## src/rtl/core/ddm_pkg.sv

```systemverilog
// ----------------------------------------------------------------------------
// ddm_pkg: shared types and constants of the differential drive mixer
// Field widths, fixed scaling constants and the controller/datapath interface.
// ----------------------------------------------------------------------------
package ddm_pkg;

	localparam int IN_W      = 11;         // signed request width
	localparam int DUTY_W    = 10;         // duty compare width
	localparam int MAG_W     = 11;         // magnitudes up to twice the duty limit
	localparam int MIX_W     = MAG_W + 1;  // signed mixed speed
	localparam int PROD_W    = 22;         // dividend width, even for two bits a cycle
	localparam int DIV_STEPS = PROD_W / 2;
	localparam int TIMEOUT_W = 16;

	localparam logic [MAG_W-1:0]     DUTY_MAX      = 11'd999;
	localparam logic [MAG_W-1:0]     FULL_SCALE    = 11'd1000;
	localparam logic [TIMEOUT_W-1:0] TIMEOUT_RESET = 16'd300;

	typedef enum logic {
		DIV_LEFT,
		DIV_RIGHT
	} div_sel_t;

	typedef struct packed {
		logic     latch_in;
		logic     div_start;
		logic     div_store;
		div_sel_t div_sel;
		logic     mix;
		logic     commit_cmd;
		logic     commit_tick;
	} ctrl_cmd_t;

	typedef struct packed {
		logic div_done;
		logic need_scale;
	} dp_status_t;

endpackage

```

## src/rtl/core/ddm_divider.sv

```systemverilog
// ----------------------------------------------------------------------------
// ddm_divider: restoring unsigned divider
// Retires two quotient bits per cycle; done pulses when the quotient is final.
// ----------------------------------------------------------------------------
module ddm_divider (
	input  logic                        clk,
	input  logic                        arst_n,
	input  logic                        start,
	input  logic [ddm_pkg::PROD_W-1:0]  num,
	input  logic [ddm_pkg::MAG_W-1:0]   den,
	output logic                        done,
	output logic [ddm_pkg::PROD_W-1:0]  quot
);

	localparam int CNT_W = $clog2(ddm_pkg::DIV_STEPS + 1);

	logic [ddm_pkg::PROD_W-1:0] quot_q;
	logic [ddm_pkg::MAG_W-1:0]  rem_q;
	logic [ddm_pkg::MAG_W-1:0]  den_q;
	logic [CNT_W-1:0]           cnt_q;
	logic                       busy_q;
	logic                       done_q;
	logic [ddm_pkg::MAG_W:0]    step1;
	logic [ddm_pkg::MAG_W:0]    step2;

	// One restoring step: returns the quotient bit above the new remainder.
	function automatic logic [ddm_pkg::MAG_W:0] div_step(
		logic [ddm_pkg::MAG_W-1:0] rem,
		logic                      nbit,
		logic [ddm_pkg::MAG_W-1:0] d
	);
		logic [ddm_pkg::MAG_W:0] trial;
		logic [ddm_pkg::MAG_W:0] diff;
		trial = {rem, nbit};
		diff  = trial - {1'b0, d};
		if (trial >= {1'b0, d}) begin
			return {1'b1, diff[ddm_pkg::MAG_W-1:0]};
		end
		return {1'b0, trial[ddm_pkg::MAG_W-1:0]};
	endfunction

	assign step1 = div_step(rem_q, quot_q[ddm_pkg::PROD_W-1], den_q);
	assign step2 = div_step(step1[ddm_pkg::MAG_W-1:0], quot_q[ddm_pkg::PROD_W-2], den_q);

	always_ff @(posedge clk or negedge arst_n) begin
		if (!arst_n) begin
			busy_q <= 1'b0;
			done_q <= 1'b0;
			cnt_q  <= '0;
		end else begin
			done_q <= 1'b0;
			if (start) begin
				busy_q <= 1'b1;
				cnt_q  <= CNT_W'(ddm_pkg::DIV_STEPS);
			end else if (busy_q) begin
				cnt_q <= cnt_q - 1'b1;
				if (cnt_q == CNT_W'(1)) begin
					busy_q <= 1'b0;
					done_q <= 1'b1;
				end
			end
		end
	end

	always_ff @(posedge clk) begin
		if (start) begin
			quot_q <= num;
			rem_q  <= '0;
			den_q  <= den;
		end else if (busy_q) begin
			quot_q <= {quot_q[ddm_pkg::PROD_W-3:0], step1[ddm_pkg::MAG_W],
				step2[ddm_pkg::MAG_W]};
			rem_q  <= step2[ddm_pkg::MAG_W-1:0];
		end
	end

	assign done = done_q;
	assign quot = quot_q;

endmodule

```

## src/rtl/core/ddm_datapath.sv

```systemverilog
// ----------------------------------------------------------------------------
// ddm_datapath: scaling, mixing, drive registers and watchdog
// Holds the request operands, feeds the shared divider and updates the motors.
// ----------------------------------------------------------------------------
module ddm_datapath (
	input  logic                              clk,
	input  logic                              arst_n,
	input  ddm_pkg::ctrl_cmd_t                cmd,
	output ddm_pkg::dp_status_t               status,
	input  logic                              cfg_write,
	input  logic [ddm_pkg::TIMEOUT_W-1:0]     cfg_data,
	input  logic signed [ddm_pkg::IN_W-1:0]   throttle,
	input  logic signed [ddm_pkg::IN_W-1:0]   steering,
	output logic                              left_forward,
	output logic [ddm_pkg::DUTY_W-1:0]        left_duty,
	output logic                              right_forward,
	output logic [ddm_pkg::DUTY_W-1:0]        right_duty,
	output logic                              timed_out
);

	localparam int MAG_W = ddm_pkg::MAG_W;
	localparam int MIX_W = ddm_pkg::MIX_W;

	// Sign and clamped magnitude of a request.
	function automatic logic [MAG_W:0] clamp_in(logic signed [ddm_pkg::IN_W-1:0] x);
		logic [ddm_pkg::IN_W:0] ext;
		logic [ddm_pkg::IN_W:0] mag;
		ext = {x[ddm_pkg::IN_W-1], x};
		mag = x[ddm_pkg::IN_W-1] ? (~ext + 1'b1) : ext;
		if (mag > (ddm_pkg::IN_W + 1)'(ddm_pkg::FULL_SCALE)) begin
			mag = (ddm_pkg::IN_W + 1)'(ddm_pkg::FULL_SCALE);
		end
		return {x[ddm_pkg::IN_W-1], mag[MAG_W-1:0]};
	endfunction

	function automatic logic signed [MIX_W-1:0] apply_sign(logic neg, logic [MAG_W-1:0] m);
		logic [MIX_W-1:0] ext;
		ext = {1'b0, m};
		return neg ? -ext : ext;
	endfunction

	// The duty limit is one below full scale, so for a clamped magnitude m the
	// truncated m * DUTY_MAX / FULL_SCALE is m - 1 whenever m is nonzero.
	function automatic logic signed [MIX_W-1:0] scale_in(logic signed [ddm_pkg::IN_W-1:0] x);
		logic [MAG_W:0]   c;
		logic [MAG_W-1:0] m;
		c = clamp_in(x);
		m = (c[MAG_W-1:0] == '0) ? '0 : (c[MAG_W-1:0] - 1'b1);
		return apply_sign(c[MAG_W], m);
	endfunction

	function automatic logic [MAG_W-1:0] abs_mix(logic signed [MIX_W-1:0] v);
		logic [MIX_W-1:0] neg_v;
		neg_v = -v;
		return v[MIX_W-1] ? neg_v[MAG_W-1:0] : v[MAG_W-1:0];
	endfunction

	// Direction and duty of one side; a zero speed drives forward.
	function automatic logic [ddm_pkg::DUTY_W:0] drive_side(logic signed [MIX_W-1:0] v);
		logic [MAG_W-1:0] mag;
		mag = abs_mix(v);
		if (mag > ddm_pkg::DUTY_MAX) begin
			mag = ddm_pkg::DUTY_MAX;
		end
		return {~v[MIX_W-1], mag[ddm_pkg::DUTY_W-1:0]};
	endfunction

	logic signed [MIX_W-1:0]         thr_in;
	logic signed [MIX_W-1:0]         str_in;
	logic signed [MIX_W-1:0]         thr_q;
	logic signed [MIX_W-1:0]         str_q;
	logic signed [MIX_W-1:0]         l_q;
	logic signed [MIX_W-1:0]         r_q;
	logic [MAG_W-1:0]                mm_q;
	logic signed [MIX_W-1:0]         mix_l;
	logic signed [MIX_W-1:0]         mix_r;
	logic [MAG_W-1:0]                mix_al;
	logic [MAG_W-1:0]                mix_ar;
	logic [MAG_W-1:0]                mix_mm;
	logic [MAG_W-1:0]                op_mag;
	logic [MAG_W-1:0]                op_den;
	logic                            op_neg;
	logic [ddm_pkg::PROD_W-1:0]      div_num;
	logic [ddm_pkg::PROD_W-1:0]      div_quot;
	logic                            div_done;
	logic signed [MIX_W-1:0]         quot_signed;
	logic [ddm_pkg::DUTY_W:0]        left_next;
	logic [ddm_pkg::DUTY_W:0]        right_next;
	logic [ddm_pkg::TIMEOUT_W-1:0]   timeout_q;
	logic [ddm_pkg::TIMEOUT_W-1:0]   age_q;
	logic                            armed_q;
	logic                            left_dir_q;
	logic                            right_dir_q;
	logic [ddm_pkg::DUTY_W-1:0]      left_duty_q;
	logic [ddm_pkg::DUTY_W-1:0]      right_duty_q;
	logic                            timed_out_q;

	assign thr_in = scale_in(throttle);
	assign str_in = scale_in(steering);

	assign mix_l  = thr_q + str_q;
	assign mix_r  = thr_q - str_q;
	assign mix_al = abs_mix(mix_l);
	assign mix_ar = abs_mix(mix_r);
	assign mix_mm = (mix_al > mix_ar) ? mix_al : mix_ar;

	always_comb begin
		case (cmd.div_sel)
			ddm_pkg::DIV_LEFT: begin
				op_mag = abs_mix(l_q);
				op_den = mm_q;
				op_neg = l_q[MIX_W-1];
			end
			default: begin
				op_mag = abs_mix(r_q);
				op_den = mm_q;
				op_neg = r_q[MIX_W-1];
			end
		endcase
	end

	assign div_num     = ddm_pkg::PROD_W'(op_mag) * ddm_pkg::PROD_W'(ddm_pkg::DUTY_MAX);
	assign quot_signed = apply_sign(op_neg, div_quot[MAG_W-1:0]);

	ddm_divider u_div (
		.clk    (clk),
		.arst_n (arst_n),
		.start  (cmd.div_start),
		.num    (div_num),
		.den    (op_den),
		.done   (div_done),
		.quot   (div_quot)
	);

	always_ff @(posedge clk) begin
		if (cmd.latch_in) begin
			thr_q <= thr_in;
			str_q <= str_in;
		end
		if (cmd.div_store) begin
			case (cmd.div_sel)
				ddm_pkg::DIV_LEFT: l_q <= quot_signed;
				default:           r_q <= quot_signed;
			endcase
		end
		if (cmd.mix) begin
			l_q  <= mix_l;
			r_q  <= mix_r;
			mm_q <= mix_mm;
		end
	end

	assign left_next  = drive_side(l_q);
	assign right_next = drive_side(r_q);

	always_ff @(posedge clk or negedge arst_n) begin
		if (!arst_n) begin
			timeout_q    <= ddm_pkg::TIMEOUT_RESET;
			age_q        <= '0;
			armed_q      <= 1'b0;
			left_dir_q   <= 1'b0;
			right_dir_q  <= 1'b0;
			left_duty_q  <= '0;
			right_duty_q <= '0;
			timed_out_q  <= 1'b0;
		end else begin
			if (cfg_write) begin
				timeout_q <= cfg_data;
			end
			if (cmd.commit_cmd) begin
				left_dir_q   <= left_next[ddm_pkg::DUTY_W];
				left_duty_q  <= left_next[ddm_pkg::DUTY_W-1:0];
				right_dir_q  <= right_next[ddm_pkg::DUTY_W];
				right_duty_q <= right_next[ddm_pkg::DUTY_W-1:0];
				armed_q      <= 1'b1;
				age_q        <= '0;
				timed_out_q  <= 1'b0;
			end else if (cmd.commit_tick) begin
				timed_out_q <= 1'b0;
				if (armed_q) begin
					if (age_q >= timeout_q) begin
						left_dir_q   <= 1'b0;
						left_duty_q  <= '0;
						right_dir_q  <= 1'b0;
						right_duty_q <= '0;
						armed_q      <= 1'b0;
						timed_out_q  <= 1'b1;
					end else begin
						age_q <= age_q + 1'b1;
					end
				end
			end
		end
	end

	assign status.div_done   = div_done;
	assign status.need_scale = (mix_mm > ddm_pkg::DUTY_MAX);

	assign left_forward  = left_dir_q;
	assign left_duty     = left_duty_q;
	assign right_forward = right_dir_q;
	assign right_duty    = right_duty_q;
	assign timed_out     = timed_out_q;

endmodule

```

## src/rtl/core/ddm_ctrl.sv

```systemverilog
// ----------------------------------------------------------------------------
// ddm_ctrl: sequencing controller
// Accepts one request at a time, steps the divider passes and commits results.
// ----------------------------------------------------------------------------
module ddm_ctrl (
	input  logic                 clk,
	input  logic                 arst_n,
	input  logic                 cmd_valid,
	input  logic                 operation,
	output logic                 cmd_stall,
	output logic                 res_valid,
	input  logic                 res_stall,
	input  ddm_pkg::dp_status_t  status,
	output ddm_pkg::ctrl_cmd_t   cmd
);

	typedef enum logic [2:0] {
		ST_IDLE,
		ST_TICK_WR,
		ST_MIX,
		ST_DIV_L,
		ST_WAIT_L,
		ST_DIV_R,
		ST_WAIT_R,
		ST_CMD_WR
	} state_t;

	state_t state_q;
	state_t state_d;
	logic   res_valid_q;
	logic   slot_free;

	// The drive registers are the result, so they change only once the last
	// result has been taken.
	assign slot_free = !res_valid_q || !res_stall;

	always_comb begin
		cmd         = '0;
		cmd.div_sel = ddm_pkg::DIV_LEFT;
		state_d     = state_q;
		unique case (state_q)
			ST_IDLE: begin
				if (cmd_valid) begin
					cmd.latch_in = 1'b1;
					state_d      = operation ? ST_TICK_WR : ST_MIX;
				end
			end
			ST_TICK_WR: begin
				if (slot_free) begin
					cmd.commit_tick = 1'b1;
					state_d         = ST_IDLE;
				end
			end
			ST_MIX: begin
				cmd.mix = 1'b1;
				state_d = status.need_scale ? ST_DIV_L : ST_CMD_WR;
			end
			ST_DIV_L: begin
				cmd.div_sel   = ddm_pkg::DIV_LEFT;
				cmd.div_start = 1'b1;
				state_d       = ST_WAIT_L;
			end
			ST_WAIT_L: begin
				cmd.div_sel = ddm_pkg::DIV_LEFT;
				if (status.div_done) begin
					cmd.div_store = 1'b1;
					state_d       = ST_DIV_R;
				end
			end
			ST_DIV_R: begin
				cmd.div_sel   = ddm_pkg::DIV_RIGHT;
				cmd.div_start = 1'b1;
				state_d       = ST_WAIT_R;
			end
			ST_WAIT_R: begin
				cmd.div_sel = ddm_pkg::DIV_RIGHT;
				if (status.div_done) begin
					cmd.div_store = 1'b1;
					state_d       = ST_CMD_WR;
				end
			end
			ST_CMD_WR: begin
				if (slot_free) begin
					cmd.commit_cmd = 1'b1;
					state_d        = ST_IDLE;
				end
			end
			default: begin
				state_d = ST_IDLE;
			end
		endcase
	end

	always_ff @(posedge clk or negedge arst_n) begin
		if (!arst_n) begin
			state_q     <= ST_IDLE;
			res_valid_q <= 1'b0;
		end else begin
			state_q <= state_d;
			if (cmd.commit_cmd || cmd.commit_tick) begin
				res_valid_q <= 1'b1;
			end else if (!res_stall) begin
				res_valid_q <= 1'b0;
			end
		end
	end

	assign cmd_stall = (state_q != ST_IDLE);
	assign res_valid = res_valid_q;

endmodule

```

## src/rtl/core/differential_drive_mixer_watchdog.sv

```systemverilog
// Sequence: a tick is accepted, then committed to the watchdog; a drive request is mixed,
// scaled by two divider passes when the mixed speeds need normalizing, and then committed.
// Throughput: one request at a time, and a commit waits while the last result is stalled;
// the shared divider retires two quotient bits a cycle.
// Reset: arst_n clears the watchdog, stops both motors and loads a timeout of 300 ticks.
// ----------------------------------------------------------------------------
// differential_drive_mixer_watchdog: arcade drive mixer with command watchdog
// Mixes throttle and steering into two motor directions and duties and stops
// both motors when ticks keep arriving without a new drive request.
// ----------------------------------------------------------------------------
module differential_drive_mixer_watchdog (
	input  logic                              clk,
	input  logic                              arst_n,
	input  logic                              cmd_valid,
	output logic                              cmd_stall,
	input  logic                              operation,
	input  logic signed [ddm_pkg::IN_W-1:0]   throttle,
	input  logic signed [ddm_pkg::IN_W-1:0]   steering,
	output logic                              res_valid,
	input  logic                              res_stall,
	output logic                              left_forward,
	output logic [ddm_pkg::DUTY_W-1:0]        left_duty,
	output logic                              right_forward,
	output logic [ddm_pkg::DUTY_W-1:0]        right_duty,
	output logic                              timed_out,
	input  logic                              cfg_valid,
	output logic                              cfg_ready,
	input  logic [ddm_pkg::TIMEOUT_W-1:0]     timeout_ticks
);

	ddm_pkg::ctrl_cmd_t  cmd;
	ddm_pkg::dp_status_t status;

	// The timeout register is to be written only while idle; the block does not enforce it, so it is always ready.
	assign cfg_ready = 1'b1;

	ddm_ctrl u_ctrl (
		.clk       (clk),
		.arst_n    (arst_n),
		.cmd_valid (cmd_valid),
		.operation (operation),
		.cmd_stall (cmd_stall),
		.res_valid (res_valid),
		.res_stall (res_stall),
		.status    (status),
		.cmd       (cmd)
	);

	ddm_datapath u_dp (
		.clk           (clk),
		.arst_n        (arst_n),
		.cmd           (cmd),
		.status        (status),
		.cfg_write     (cfg_valid && cfg_ready),
		.cfg_data      (timeout_ticks),
		.throttle      (throttle),
		.steering      (steering),
		.left_forward  (left_forward),
		.left_duty     (left_duty),
		.right_forward (right_forward),
		.right_duty    (right_duty),
		.timed_out     (timed_out)
	);

endmodule
```

## config.mk

```make
export PLATFORM = sky130hd
export DESIGN_NAME = differential_drive_mixer_watchdog
export DESIGN_NICKNAME = d
export VERILOG_FILES = /design/src/rtl/core/ddm_pkg.sv /design/src/rtl/core/ddm_divider.sv /design/src/rtl/core/ddm_datapath.sv /design/src/rtl/core/ddm_ctrl.sv /design/src/rtl/core/differential_drive_mixer_watchdog.sv
export SDC_FILE = /design/constraint.sdc
export NUM_CORES = 1
export LEC_CHECK = 0
export ABC_AREA = 1
export BUFFER_PORTS_ARGS = -buffer_cell sky130_fd_sc_hd__buf_2
export CAP_MARGIN = 15
export CORE_UTILIZATION = 53
export DETAILED_ROUTE_END_ITERATION = 16
export PLACE_DENSITY = 0.83
export SLEW_MARGIN = 10
export SYNTH_ARGS = -nofsm -noshare
export SYNTH_HDL_FRONTEND = slang
export SYNTH_SLANG_ARGS = --single-unit
```

## constraint.sdc

```tcl
create_clock -name clk -period 6.4 [get_ports clk]
set_clock_uncertainty 0.1 [all_clocks]
set_input_delay 0.32 -clock clk [delete_from_list [all_inputs] [get_ports clk]]
set_output_delay 0.32 -clock clk [all_outputs]
set_load 0.03 [all_outputs]
```

==> out/qor.txt, run 1 <==
Flop pwr share - 0.476
Max H-tree Level - 4
largest cells by area after synthesis - edfxtp_1 18%, ha_1 12%, nand2_1 12%
critical-path cell with the highest stage delay - fa_1
routed length per instance - 15.1 um
Slew Viols, Final - 0
Pwr Total - 2.43 mW
Die Y - 172 um
max cap viols - 0
Hold Path Class - input pin to flop
global-route wire length before repair - 61.1 mm
vias in the first global route - 13100
Critical Path Most Common Cell - fa_1
Synth Area per Inst - 7.48 um^2
Req. time, crit path - 6510 ps
synthesized instance count - 2054
Total Routing Usage GR - 0.258
critical path class - flop to flop
Max Clock Freq - 158 MHz
P_leak - 8.89 nW
Synth Cell Area - 15400 um^2
Worst Path Buf+Inv - 8
clock tree from TritonCTS - built
cell area power density - 139 nW/um^2
Layout area overhead - 14.1%
crit path DAT - 6420 ps
Clk pwr share - 0.438
clock latency on the worst-skew pair - 440 ps
Clk pin slew, worst setup/hold paths - 80 ps
Slew HR - 0.215
CTS buffer count - 17
ys flop type - edfxtp_1
Final period util - 0.986
NumNets Final - 2420
Initial DRC Count - 1226
detailed placement HPWL - 29.4 mm
die area - 29700 um^2
drt first pass iters - 8
Num Clock Sinks - 169
CORE AREA - 28200 um^2
worst-path fanout max - 5
share of post-route cells with drive strength above 1 - 0.119
CP peak stage delay - 540 ps
warnings from Yosys - 0
GRT overflow - 0
top cell type by total area after synthesis - edfxtp_1
diode count - 0
RePlAce Congestion - 0.941
vias per cell - 5.46
Remaining DRCs - 0
initial core utilization - 0.545
ANT nets after route - 0
fraction of registers with async set/reset - 0.391
syn nets - 2301
minimum clock period - 6310 ps
Switching Fraction - 0.253
final-layout fill cell count - 2371
P_sw - 0.614 mW
EDFF count, synth - 91
initial antenna violation count - 0
clock tree buffer depth - 2
R2R Setup Slk - 90 ps
CP Capture Type - flop
routed wire length - 38.6 mm
post-synthesis register bit count - 169
post-synthesis sequential area ratio - 0.301
die width - 172 um
combinational share of power - 0.086
row cnt - 61
I/O Buffers - 68
clk root buf - clkbuf_16
# setup viols final - 0
Final Non-Filler Cells - 2564
internal power - 1.82 mW
worst-case vdd ir drop - 200 uV
Vias - 14000
final hold violation count - 0
status - complete, no violations
most frequent cells after synthesis - 485 x nand2_1, 364 x inv_1, 172 x o21ai_0
Synth cell types - 57
Ports - 70
placed cell count - 2488
worst slew pin tran - 1180 ps
count leader, synth - nand2_1
CP startpoint kind - flop
Largest delay share family, worst path - adder cells
largest net degree at the start of global routing - 67
post-synth top area share - 0.178
==> cells in the final DEF (no fill, tap or decap), types with 9 or more instances in the layout <==
cell type / synthesis / layout
fa_1: 53 / 52
nor2_1: 126 / 123
dfxtp_1: 12 / 12
clkbuf_16: 0 / 18
nor2_2: 7 / 9
inv_2: 4 / 9
dfrtp_1: 62 / 62
buf_4: 5 / 55
o21ai_1: 10 / 17
dlygate4sd3_1: 0 / 13
ha_1: 150 / 138
nand4_1: 25 / 25
xnor2_1: 22 / 22
o211ai_1: 11 / 11
nand2_1: 485 / 480
inv_1: 364 / 358
ha_4: 0 / 11
nand3_1: 128 / 127
xor2_1: 52 / 52
a21oi_1: 97 / 93
nor3_1: 36 / 28
nand2_2: 11 / 14
o31ai_1: 12 / 9
o21ai_0: 172 / 156
edfxtp_1: 91 / 91
buf_2: 8 / 68
==> layer usage <==
layer,vias to the layer above,share of wire,GRT usage
met5,-,0,0
met2,444,0.50,0.461
met4,0,0.018,0.0639
li1,6899,-,-
met3,62,0.048,0.0300
met1,6604,0.43,0.330
==> worst register-to-register path, delay by kind of cell (launching register included) <==
| family | cells | cell delay (ps) |
|---|---|---|
| xor+xnor | 2 | 270 |
| compound gates | 6 | 670 |
| simple gates | 10 | 1170 |
| fa+ha+maj | 7 | 2710 |
| flops | 1 | 450 |
| buf+inv | 8 | 720 |
==> power groups by stage <==
| stage | clock [mW] | combinational, mW | sequential [mW] |
|---|---|---|---|
| detailed placement | 0 | 0.203 | 1.18 |
| global placement | 0 | 0.196 | 1.18 |
| CTS | 1.07 | 0.210 | 1.16 |
| floorplan | 0 | 0.147 | 1.18 |
| finish | 1.06 | 0.210 | 1.16 |
| global route | 1.12 | 0.241 | 1.16 |
==> flip-flops by register name, summed over array words and instances, names as in the netlist <==
| signal | flops |
|---|---|
| u_dp.right_duty | 10 |
| u_dp.armed_q | 1 |
| u_dp.mm_q | 11 |
| u_ctrl.state_q | 3 |
| u_dp.l_q | 12 |
| u_dp.age_q | 16 |
| u_dp.timed_out | 1 |
| u_dp.left_forward | 1 |
| u_dp.u_div.quot | 22 |
| u_dp.u_div.den_q | 11 |
| u_dp.u_div.busy_q | 1 |
| u_dp.u_div.cnt_q | 4 |
| u_dp.u_div.done | 1 |
| u_ctrl.res_valid | 1 |
| u_dp.r_q | 12 |
| u_dp.thr_q | 12 |
| u_dp.right_forward | 1 |
| u_dp.left_duty | 10 |
| u_dp.str_q | 12 |
| u_dp.u_div.rem_q | 11 |
| u_dp.timeout_q | 16 |
==> path summary, 6_finish.rpt <==
| kind | start | to | depth (start not counted) |
|---|---|---|---|
| max in group asynchronous | arst_n | u_dp.left_duty[1]$_DFFE_PN0P_ | 3 |
| min in group asynchronous | arst_n | u_dp.timeout_q[0]$_DFFE_PN0P_ | 3 |
| hold / removal | timeout_ticks[12] | u_dp.timeout_q[12]$_DFFE_PN0P_ | 3 |
| hold reg to reg | u_dp.mm_q[0]$_DFFE_PP_ | u_dp.u_div.den_q[0]$_DFFE_PN_ | 0 |
| setup reg to reg | u_dp.l_q[1]$_DFFE_PP_ | u_dp.u_div.quot[18]$_DFFE_PP_ | 33 |
| setup / recovery | u_dp.l_q[1]$_DFFE_PP_ | u_dp.u_div.quot[18]$_DFFE_PP_ | 33 |
==> through the flow <==
stage	instance area (um^2)	utilization	setup WS, ps	hold WS (ps)	setup TNS, ps
finish	17500	0.622	90.0	7.99	0
floorplan	15400	-	65.8	-75.6	0
detailed placement	16200	0.575	-146	305	-306
CTS	17000	0.603	8.37	2.25	0
global placement	16200	0.575	-27.0	303	-27.0
global route	17500	0.622	-187	27.4	-705
==> cells by family after synthesis <==
| kind of cell | Yosys count | share of synthesized area |
|---|---|---|
| AND/OR/NAND/NOR | 849 | 0.237 |
| buffers and inverters | 413 | 0.104 |
| AO/OA/AOI/OAI | 344 | 0.123 |
| adder cells (fa/ha/maj) | 203 | 0.191 |
| flip-flops | 169 | 0.301 |
| XOR/XNOR | 74 | 0.0422 |
| other | 1 | 0.000244 |
| multiplexers | 1 | 0.000733 |
==> timing repair <==
| action | CTS | global route |
|---|---|---|
| gates resized for setup | 8 | 73 |
| pin swaps | 2 | 44 |
| endpoints found under the setup margin | 4 | 10 |
| endpoints found under the hold margin | 47 | 0 |
| cloned | 0 | 1 |
| setup buffers | 4 | 25 |
| hold buffers | 13 | 0 |
==> cell type report <==
class	count	area (um^2)	area share
multi-input combinational	1472	9460	0.540
sequential	169	4630	0.264
timing repair buffer	141	966	0.0551
clock inverter	13	156	0.00893
tap	378	473	0.0270
inverter	372	1400	0.0800
clock buffer	19	433	0.0247
Note: power is estimated with default switching activity, not from simulation.
==> run 2: changes to the inputs <==
--- a/config.mk
+++ b/config.mk
@@ -5,12 +5,11 @@
 export SDC_FILE = /design/constraint.sdc
 export NUM_CORES = 1
 export LEC_CHECK = 0
-export ABC_AREA = 1
 export BUFFER_PORTS_ARGS = -buffer_cell sky130_fd_sc_hd__buf_2
 export CAP_MARGIN = 15
 export CORE_UTILIZATION = 53
 export DETAILED_ROUTE_END_ITERATION = 16
-export PLACE_DENSITY = 0.83
+export PLACE_DENSITY = 0.73
 export SLEW_MARGIN = 10
 export SYNTH_ARGS = -nofsm -noshare
 export SYNTH_HDL_FRONTEND = slang
==> run 2 against run 1 <==
Against the previous run: cell count is 13% lower; sequential share of layout area is 0.37 points higher; total power is 13% higher; register-to-register slack better by 130 ps; die area is 0.50% higher; clock power is 6% lower; via count is 8.9% lower; largest cell class unchanged; wire length is 7.3% lower.
==> out/qor.txt, run 2 <==
critical-path cell with the highest stage delay - fa_1
post-synthesis register bit count - 169
fraction of registers with async set/reset - 0.391
Slew Viols, Final - 0
vias per cell - 5.73
Max H-tree Level - 4
GRT overflow - 0
Synth Area in Adders - 0.190
syn nets - 1985
Critical Path Most Common Cell - fa_1
RSZ-0062 raised after global routing - yes
share of post-route cells with drive strength above 1 - 0.125
clk root buf - clkbuf_16
count leader, synth - inv_1
clock latency on the worst-skew pair - 450 ps
# setup viols final - 0
EDFF count, synth - 91
die width - 173 um
diode count - 0
routed wire length - 35.8 mm
post-synthesis sequential area ratio - 0.300
Clk pin slew, worst setup/hold paths - 70 ps
Simple-Gate Fraction of Synth Area - 0.168
most common cell after layout, fill and taps aside - inv_1
synthesized instance count - 1738
Total Routing Usage GR - 0.244
minimum clock period - 6180 ps
NumNets Final - 2075
mux contribution to synthesized area - 0.0254
crit path DAT - 6250 ps
max reg flops - 22
post-synth top area share - 0.177
CP startpoint kind - flop
Max Clock Freq - 162 MHz
combinational family with the most area after synthesis - adder cells
vias in the first global route - 12100
cell area power density - 159 nW/um^2
ANT nets after route - 0
final-layout fill cell count - 2490
Synth Area per Inst - 8.88 um^2
Slew HR - 0.275
clock tree from TritonCTS - built
status - complete, no violations
Final Non-Filler Cells - 2225
max cap viols - 0
placed cell count - 2167
largest cells by area after synthesis - edfxtp_1 18%, ha_1 12%, dfrtp_1 10%
worst-path fanout max - 3
CP peak stage delay - 560 ps
die area - 29800 um^2
Num Clock Sinks - 169
Synth cell types - 92
Req. time, crit path - 6470 ps
initial antenna violation count - 0
final hold violation count - 0
most frequent cells after synthesis - 177 x inv_1, 150 x ha_1, 148 x nand2_1
Synth Cell Area - 15400 um^2
worst-case vdd ir drop - 189 uV
Synth Area in XOR/XNOR - 0.0844
routed length per instance - 16.1 um
Ports - 70
Hold Path Class - input pin to flop
largest net degree at the start of global routing - 67
I/O Buffers - 68
RePlAce Congestion - 0.915
row cnt - 62
most frequent cells in the layout - 176 x inv_1, 147 x nand2_1, 145 x ha_1, 114 x a21oi_1, 111 x nor2_1
Initial DRC Count - 997
global-route wire length before repair - 59.8 mm
critical path class - flop to flop
crit-path cells - nor3_2, nand3_1, or2_4, o21ai_2, xor2_1, nand2_1, o21a_1, ha_4, inv_1, fa_1, fa_1, fa_1, inv_1, fa_1, ha_1, buf_4, o21ai_1, a21oi_2, nand4_1, a31oi_2, or4_1, a31oi_1, xor2_1, o21ai_0
Die Y - 173 um
detailed placement HPWL - 27.5 mm
initial core utilization - 0.538
Placed Area - 16300 um^2
CTS buffer count - 17
Pwr Total - 2.75 mW
Layout area overhead - 11.9%
worst slew pin tran - 1090 ps
Final period util - 0.965
CORE AREA - 28700 um^2
ys flop type - edfxtp_1
top cell type by total area after synthesis - edfxtp_1
dpl ws - -51.5 ps
Synth Area in Compound Gates - 0.172
Vias - 12800
Finished Cell Area - 17300 um^2
CP Capture Type - flop
Remaining DRCs - 0
warnings from Yosys - 0
P_leak - 7.82 nW
clock tree buffer depth - 2
drt first pass iters - 6
setup ws final - 222 ps
-- run 2: through the flow --
stage	TNS, ps	hold WS [ps]	util
after detailed placement	-63.3	305	0.569
final	0	3.34	0.602
after CTS	0	3.27	0.594
after global placement	0	301	0.569
after global routing	-153	-0.760	0.602
after floorplan	0	-75.6	-
-- run 2: cell families (layout without fill, tap and decap cells) --
family,after synthesis,in the layout
and+or+nand+nor,521,521
other,1,1
DFF,169,169
AOI/OAI and AO/OA,415,415
adders and majority gates,203,203
xor gates and xnor gates,148,148
buffers and inverters,243,346
muxes,38,38
-- run 2: power breakdown --
group / switching [mW] / leakage (nW) / internal, mW
Sequential: 0.00285 / 1.68 / 1.16
Clock: 0.489 / 0.271 / 0.511
Combinational: 0.337 / 5.86 / 0.254
-- run 2: cell type report --
type,instances,area [um^2],share of cell area
Tap cell,384,480,0.0278
Clock inverter,15,135,0.00782
Clock buffer,17,425,0.0246
Inverter,178,668,0.0387
Sequential cell,169,4630,0.268
Multi-Input combinational cell,1326,10100,0.582
Timing Repair Buffer,136,888,0.0514
-- run 2: repair_timing --
action,in CTS,in global routing
hold buffers,15,0
hold endpoints to repair,61,0
setup buffers,0,10
cloned,0,0
setup endpoints to repair,3,14
pin swaps,0,23
gates resized for setup,3,37
-- run 2: critical path, delay by kind of cell (launching register included) --
family                     cells  cell delay, ps
and+or+nand+nor                6            1230
buffers and inverters          3             250
DFF                            1             400
adders and majority gates      6            2580
AOI/OAI and AO/OA              7             930
xor gates and xnor gates       2             390
-- run 2: final timing paths --
check	startpoint	endpoint	slack, ps	depth (start not counted)
max reg2reg	u_dp.l_q[3]$_DFFE_PP_	u_dp.u_div.quot[19]$_DFFE_PP_	220	24
min reg2reg	u_dp.mm_q[0]$_DFFE_PP_	u_dp.u_div.den_q[0]$_DFFE_PN_	320	0
max	u_dp.l_q[3]$_DFFE_PP_	u_dp.u_div.quot[19]$_DFFE_PP_	220	24
min in group asynchronous	arst_n	u_dp.right_duty[1]$_DFFE_PN0P_	480	3
min	timeout_ticks[9]	u_dp.timeout_q[9]$_DFFE_PN0P_	3	3
max in group asynchronous	arst_n	u_dp.u_div.cnt_q[0]$_DFFE_PN0P_	5180	3
-- run 2: layer usage --
layer	global-route usage	routed length [um]
met1	0.335	16700
met2	0.403	16900
met3	0.0319	1540
met4	0.0723	694
met5	0	0
